`src/hdl/efpf_pkg.sv`:
```
// ----------------------------------------------------------------------------
// Ethernet FCS pad framer package
// Shared constants, result kind codes and the byte-wide CRC-32 update.
// ----------------------------------------------------------------------------
`timescale 1ns / 1ps

package efpf_pkg;

  localparam logic [31:0] FCS_POLY   = 32'hEDB8_8320;
  localparam logic [31:0] CRC_PRESET = 32'hFFFF_FFFF;
  localparam logic [5:0]  MIN_FRAME  = 6'd60;

  typedef enum logic [1:0] {
    KIND_DATA = 2'd0,
    KIND_PAD  = 2'd1,
    KIND_FCS  = 2'd2
  } kind_t;

  // Reflected CRC-32 folded over one byte, least significant bit first.
  function automatic logic [31:0] fcs_fold(input logic [31:0] crc, input logic [7:0] data);
    logic [31:0] c;
    c = crc ^ {24'd0, data};
    for (int k = 0; k < 8; k++) begin
      c = (c >> 1) ^ (FCS_POLY & {32{c[0]}});
    end
    return c;
  endfunction

endpackage

```
`src/hdl/ethernet_fcs_pad_framer.sv`:
```
// ----------------------------------------------------------------------------
// Ethernet FCS pad framer
// Passes frame bytes through, zero-pads each frame to at least 60 bytes and a
// multiple of 4, and appends the CRC-32 frame check sequence, low byte first.
// ----------------------------------------------------------------------------
// Usage:
// The input channel carries one frame byte per request, with in_last set on
// the final byte. The output channel carries one byte per request, tagged as
// frame data, zero pad or check sequence; out_last marks the fourth check byte.
// Each accepted input byte is registered in the output register, or in the
// skid register while a result waits. Unless the receiver stalls, a frame and
// its tail stream at one byte per cycle. After the final byte the block stops
// taking input while it emits the pad (up to 59 bytes, to 60 bytes and then a
// multiple of 4) and four check bytes; that tail sets the gap between frames.
// A two-entry output buffer (output register plus skid register) keeps the
// block taking input while a result waits; in_stall is driven from registers
// only. When the receiver stalls, the buffer fills and in_stall rises after
// one more request. A synchronous reset empties the buffer and presets the
// CRC to all ones, ready for the first byte of a frame.
// ----------------------------------------------------------------------------
`timescale 1ns / 1ps

module ethernet_fcs_pad_framer
  import efpf_pkg::*;
(
  input  logic       clk,
  input  logic       rst_n,
  input  logic       in_valid,
  output logic       in_stall,
  input  logic [7:0] in_byte,
  input  logic       in_last,
  output logic       out_valid,
  input  logic       out_stall,
  output logic [7:0] out_byte,
  output logic [1:0] out_kind,
  output logic       out_last
);

  typedef enum logic [2:0] {
    ST_DATA = 3'b001,
    ST_PAD  = 3'b010,
    ST_FCS  = 3'b100
  } state_t;

  state_t      state_r, state_nxt;
  logic [31:0] crc_r, crc_nxt;
  logic [5:0]  cnt_r, cnt_nxt;
  logic [1:0]  phase_r, phase_nxt;
  logic [5:0]  pad_left_r, pad_left_nxt;
  logic [1:0]  fcs_idx_r, fcs_idx_nxt;

  logic        out_valid_r, out_valid_nxt;
  logic [7:0]  out_byte_r, out_byte_nxt;
  kind_t       out_kind_r, out_kind_nxt;
  logic        out_last_r, out_last_nxt;
  logic        skid_valid_r, skid_valid_nxt;
  logic [7:0]  skid_byte_r, skid_byte_nxt;
  kind_t       skid_kind_r, skid_kind_nxt;
  logic        skid_last_r, skid_last_nxt;

  logic        in_accept;
  logic        out_take;
  logic        push_vld;
  logic [7:0]  push_byte;
  kind_t       push_kind;
  logic        push_last;
  logic [5:0]  cnt_inc;
  logic [1:0]  phase_inc;
  logic [5:0]  pad_len;
  logic [31:0] fcs;
  logic [7:0]  fcs_byte;

  assign in_stall  = skid_valid_r || (state_r != ST_DATA);
  assign in_accept = in_valid && !in_stall;
  assign out_take  = out_valid_r && !out_stall;

  assign cnt_inc   = (cnt_r < MIN_FRAME) ? cnt_r + 6'd1 : cnt_r;
  assign phase_inc = phase_r + 2'd1;
  // Short frames pad up to the minimum, which is already a multiple of four.
  assign pad_len   = (cnt_inc < MIN_FRAME) ? MIN_FRAME - cnt_inc
                                           : {4'd0, 2'd0 - phase_inc};
  assign fcs       = ~crc_r;
  assign fcs_byte  = 8'(fcs >> {fcs_idx_r, 3'b000});

  // Result producer and frame state.
  always_comb begin
    state_nxt    = state_r;
    crc_nxt      = crc_r;
    cnt_nxt      = cnt_r;
    phase_nxt    = phase_r;
    pad_left_nxt = pad_left_r;
    fcs_idx_nxt  = fcs_idx_r;
    push_vld     = 1'b0;
    push_byte    = in_byte;
    push_kind    = KIND_DATA;
    push_last    = 1'b0;
    case (state_r)
      ST_DATA: begin
        push_vld = in_accept;
        if (in_accept) begin
          crc_nxt   = fcs_fold(crc_r, in_byte);
          cnt_nxt   = cnt_inc;
          phase_nxt = phase_inc;
          if (in_last) begin
            cnt_nxt      = 6'd0;
            phase_nxt    = 2'd0;
            pad_left_nxt = pad_len;
            fcs_idx_nxt  = 2'd0;
            state_nxt    = (pad_len == 6'd0) ? ST_FCS : ST_PAD;
          end
        end
      end
      ST_PAD: begin
        push_vld  = !skid_valid_r;
        push_byte = 8'd0;
        push_kind = KIND_PAD;
        if (push_vld) begin
          crc_nxt      = fcs_fold(crc_r, 8'd0);
          pad_left_nxt = pad_left_r - 6'd1;
          if (pad_left_r == 6'd1) begin
            state_nxt = ST_FCS;
          end
        end
      end
      ST_FCS: begin
        push_vld  = !skid_valid_r;
        push_byte = fcs_byte;
        push_kind = KIND_FCS;
        push_last = (fcs_idx_r == 2'd3);
        if (push_vld) begin
          fcs_idx_nxt = fcs_idx_r + 2'd1;
          if (fcs_idx_r == 2'd3) begin
            crc_nxt   = CRC_PRESET;
            state_nxt = ST_DATA;
          end
        end
      end
      default: begin
        state_nxt = ST_DATA;
        crc_nxt   = CRC_PRESET;
      end
    endcase
  end

  // Output register with a skid register behind it. The producer pushes only
  // while the skid register is empty.
  always_comb begin
    out_valid_nxt  = out_valid_r;
    out_byte_nxt   = out_byte_r;
    out_kind_nxt   = out_kind_r;
    out_last_nxt   = out_last_r;
    skid_valid_nxt = skid_valid_r;
    skid_byte_nxt  = skid_byte_r;
    skid_kind_nxt  = skid_kind_r;
    skid_last_nxt  = skid_last_r;
    if (!out_valid_r || out_take) begin
      if (skid_valid_r) begin
        out_valid_nxt  = 1'b1;
        out_byte_nxt   = skid_byte_r;
        out_kind_nxt   = skid_kind_r;
        out_last_nxt   = skid_last_r;
        skid_valid_nxt = 1'b0;
      end else begin
        out_valid_nxt = push_vld;
        out_byte_nxt  = push_byte;
        out_kind_nxt  = push_kind;
        out_last_nxt  = push_last;
      end
    end else if (push_vld) begin
      skid_valid_nxt = 1'b1;
      skid_byte_nxt  = push_byte;
      skid_kind_nxt  = push_kind;
      skid_last_nxt  = push_last;
    end
  end

  always_ff @(posedge clk) begin
    if (!rst_n) begin
      state_r      <= ST_DATA;
      crc_r        <= CRC_PRESET;
      cnt_r        <= 6'd0;
      phase_r      <= 2'd0;
      pad_left_r   <= 6'd0;
      fcs_idx_r    <= 2'd0;
      out_valid_r  <= 1'b0;
      skid_valid_r <= 1'b0;
    end else begin
      state_r      <= state_nxt;
      crc_r        <= crc_nxt;
      cnt_r        <= cnt_nxt;
      phase_r      <= phase_nxt;
      pad_left_r   <= pad_left_nxt;
      fcs_idx_r    <= fcs_idx_nxt;
      out_valid_r  <= out_valid_nxt;
      skid_valid_r <= skid_valid_nxt;
    end
  end

  always_ff @(posedge clk) begin
    out_byte_r  <= out_byte_nxt;
    out_kind_r  <= out_kind_nxt;
    out_last_r  <= out_last_nxt;
    skid_byte_r <= skid_byte_nxt;
    skid_kind_r <= skid_kind_nxt;
    skid_last_r <= skid_last_nxt;
  end

  assign out_valid = out_valid_r;
  assign out_byte  = out_byte_r;
  assign out_kind  = out_kind_r;
  assign out_last  = out_last_r;

endmodule

```
`config.mk`:
```
export PLATFORM = sky130hd
export DESIGN_NAME = ethernet_fcs_pad_framer
export DESIGN_NICKNAME = d
export VERILOG_FILES = /design/src/hdl/efpf_pkg.sv /design/src/hdl/ethernet_fcs_pad_framer.sv
export SDC_FILE = /design/constraint.sdc
export NUM_CORES = 1
export LEC_CHECK = 0
export BUFFER_PORTS_ARGS = -buffer_cell sky130_fd_sc_hd__buf_2
export CAP_MARGIN = 10
export CORE_ASPECT_RATIO = 1.2
export CORE_MARGIN = 2
export CORE_UTILIZATION = 55
export CTS_CLUSTER_DIAMETER = 120
export DETAILED_ROUTE_END_ITERATION = 10
export PLACE_DENSITY_LB_ADDON = 0.15
export SLEW_MARGIN = 20
export SYNTH_ARGS = -nofsm -noshare
export SYNTH_HDL_FRONTEND = slang
export SYNTH_SLANG_ARGS = --single-unit
```
`constraint.sdc`:
```
create_clock -name clk -period 6.6 [get_ports clk]
set_input_delay 1.65 -clock clk [delete_from_list [all_inputs] [get_ports clk]]
set_output_delay 1.65 -clock clk [all_outputs]
set_load 0.02 [all_outputs]
```
==> results_dict.tcl <==
set metrics [dict create \
    drcViolationCount 0 \
    antenna_found_initial 0 \
    max_freq_mhz 277 \
    min_path_type "register to register" \
    hold_start "pad_left_r[5]$_SDFFE_PN0P_" \
    async_reset_ff_frac 0 \
    synth_seq_area_share 0.326 \
    peakVddDrop_v 0.000320 \
    grt_max_degree 45 \
    ys.flop_type "dfxtp_1" \
    cp_data_required_time_ps 6840 \
    mostFrequentLayoutCell "xnor2_1" \
    synth_edf_count 22 \
    die_x_um 93.4 \
    swShare 0.429 \
    vias 4371 \
    finalCriticalPeriod_ps 3610 \
    drv_cap 0 \
    ctsRootBufferMaster "clkbuf_16" \
    worstHoldPathCells 2 \
    timing.final.crit_share 0.547 \
    wirelength_mm 13.9 \
    hold_viol_final 0 \
    drtIter0Drc 371 \
    pwr-share-seq 0.274 \
    combPwrFrac 0.537 \
    tns_ps 0 \
    p_leak_nw 2.05 \
    fin_skew_ps 10.3 \
    r2r_cells 6 \
    die_y_um 111 \
    cts_setup_buffers 0 \
    drive_gt1_frac 0.128 \
    p_per_area_nw_per_um2 459 \
    boundaryPins 26 \
    htreeDepth 3 \
    critical_path_class "primary input to register" \
    p_sw_mw 1.11 \
    post_drt_wl_per_cell_um 19.8 \
    crit_fanout 20 \
    internal-power_mw 1.48 \
    via_per_inst 6.24 \
    finalInstanceArea_um2 5650 \
    grt_use_total 0.275 \
    pwr-share-clk 0.189 \
    antenna_left 0 \
    clock_latency_ps 350 \
    cts_resized 0 \
    layout_common_cells "xnor2_1 (74), nor2_1 (60), dfxtp_1 (53), nand2_1 (44), o21ai_0 (42)" \
    area_delta_synth_final_pct 7.02 \
    syn_area_per_cell_um2 9.11 \
    outcome "finished, final reports clean" \
    setup-violations-final 0 \
    report.final.slew_viol_count 0 \
    worstMarginPinSlew_ps 957 \
    ys_seq_elements 75 \
    placed_cell_area_um2 5360 \
    cts_buffers 9 \
    startpoint_type "primary input" \
    arrival_ps 3850 \
    relSlewSlack 0.360 \
    r2r_slack_ps 3300 \
    nNetsFinal 591 \
    rr_startpoint "state_r[1]$_SDFFE_PN0P_" \
    cp-end-kind "register" \
    ys_warn_count 0 \
    clk_pin_slew_ps 70 \
    numPortBuffers 25 \
    dp_hpwl_mm 9.46 \
    syn-num-nets 597 \
    reg2reg_to "skid_kind_r[0]$_DFFE_PP_" \
    cts-hold-fix-buffers 0 \
    clockBufferDepth 2 \
    grt_pass1_wl_mm 22.1 \
    min_to "pad_left_r[5]$_SDFFE_PN0P_" \
    initial_core_util 0.560 \
    grt_pass1_vias 4098 \
    rsz0062_at_grt "false" \
    clkSinkCount 75 \
    die_area_um2 10400 \
    cts_tree "done" \
    core_area_um2 9420 \
    grt.overflow.total 0 \
    synth_cell_types 66 \
    num_rows 39 \
    firstDrtPassIters 5 \
    antenna_cells 0 \
    routabilityCongestion 0.920 \
    syn-cell-area_um2 5280 \
    syn_inst 579 \
]
routing by layer:
layer / global-route usage / routed length [µm] / part of all wire / vias to the layer above
met2: 0.418 / 6390 / 0.46 / 183
li1: - / - / - / 2049
met3: 0.0537 / 1140 / 0.082 / 35
met4: 0.122 / 414 / 0.030 / 0
met5: 0 / 0 / 0 / -
met1: 0.379 / 5920 / 0.43 / 2104
registers in the layout, summed over array words and instances, names as in the netlist:
| signal | flops |
|---|---|
| crc_r | 32 |
| out_byte | 8 |
| skid_byte_r | 8 |
| cnt_r | 6 |
| pad_left_r | 6 |
| state_r | 3 |
| fcs_idx_r | 2 |
| out_kind | 2 |
| phase_r | 2 |
| skid_kind_r | 2 |
| out_last | 1 |
| out_valid | 1 |
| skid_last_r | 1 |
| skid_valid_r | 1 |
worst max-delay path, cell delays in order:
cell	delay, ps
buf_2	120
nor3b_1	310
o41a_1	740
and3_1	310
o21ai_1	280
o32a_1	430
power groups by stage:
stage	Combinational [mW]	Sequential, mW	Clock (mW)
6_report	1.39	0.711	0.489
5_1_grt	1.49	0.723	0.516
4_1_cts	1.37	0.708	0.496
3_5_place_dp	1.36	0.718	0
3_3_place_gp	1.34	0.715	0
2_1_floorplan	1.20	0.631	0
synth_stat cells (all sizes together) (2+ instances only):
cell type / n / area share
a31oi: 3 / 0.0036
o31ai: 2 / 0.0028
or3: 6 / 0.0071
mux2: 10 / 0.021
o211ai: 5 / 0.0071
a41o: 2 / 0.0038
ha: 5 / 0.012
nor3: 8 / 0.0076
and3: 4 / 0.0050
xnor2: 80 / 0.15
a211oi: 8 / 0.011
nand2b: 3 / 0.0036
a2111oi: 3 / 0.0050
a21boi: 7 / 0.010
nand2: 44 / 0.031
buf: 14 / 0.020
dfxtp: 53 / 0.20
nor3b: 3 / 0.0043
nand3: 8 / 0.0076
nor2b: 9 / 0.011
mux2i: 6 / 0.011
o221ai: 6 / 0.010
o22ai: 3 / 0.0036
a221o: 6 / 0.011
o21ai: 44 / 0.042
a221oi: 14 / 0.023
o31a: 2 / 0.0033
clkbuf: 31 / 0.024
mux4: 8 / 0.035
a22oi: 4 / 0.0057
edfxtp: 22 / 0.13
xor2: 37 / 0.065
inv: 8 / 0.0057
and2: 9 / 0.011
nor2: 61 / 0.043
or2: 2 / 0.0024
a21oi: 15 / 0.014
o21a: 6 / 0.0085
through the flow:
step                      setup slack (ps)  hold slack, ps  total power, mW   util  instances
after floorplan                       3140             452             1.83      -        579
after global placement                2770             493             2.06  0.569        685
after detailed placement              2680             501             2.08  0.569        685
after CTS                             3050             510             2.57  0.600        701
after global routing                  2760             535             2.73  0.600        701
final                                 2990             502             2.59  0.600        701
cells by family (layout without fill, tap and decap cells):
family | Yosys count | count (layout) | synth area share
buf+inv | 53 | 52 | 0.0495
flops | 75 | 75 | 0.326
mux | 24 | 24 | 0.0676
compound gates | 140 | 140 | 0.183
simple gates | 163 | 163 | 0.143
fa+ha+maj | 5 | 5 | 0.0119
xor+xnor | 119 | 119 | 0.220
layout make-up:
cell class	count	area (µm²)
multi-input combinational	451	3300
sequential	75	1720
timing repair buffer	28	148
clock inverter	7	65.1
inverter	8	30.0
fill	814	3770
tap	123	154
clock buffer	9	225
worst max path at each step:
stage          slack, ps                      to  startpoint
2_1_floorplan       3140  crc_r[23]$_SDFFE_PN1P_  in_byte[0]
3_3_place_gp        2770  crc_r[27]$_SDFFE_PN1P_    in_valid
3_5_place_dp        2680  crc_r[27]$_SDFFE_PN1P_    in_valid
4_1_cts             3050  crc_r[27]$_SDFFE_PN1P_    in_valid
5_1_grt             2760  crc_r[17]$_SDFFE_PN1P_    in_valid
6_report            2990  crc_r[27]$_SDFFE_PN1P_    in_valid
No activity file was read; power rests on OpenSTA's default activity.
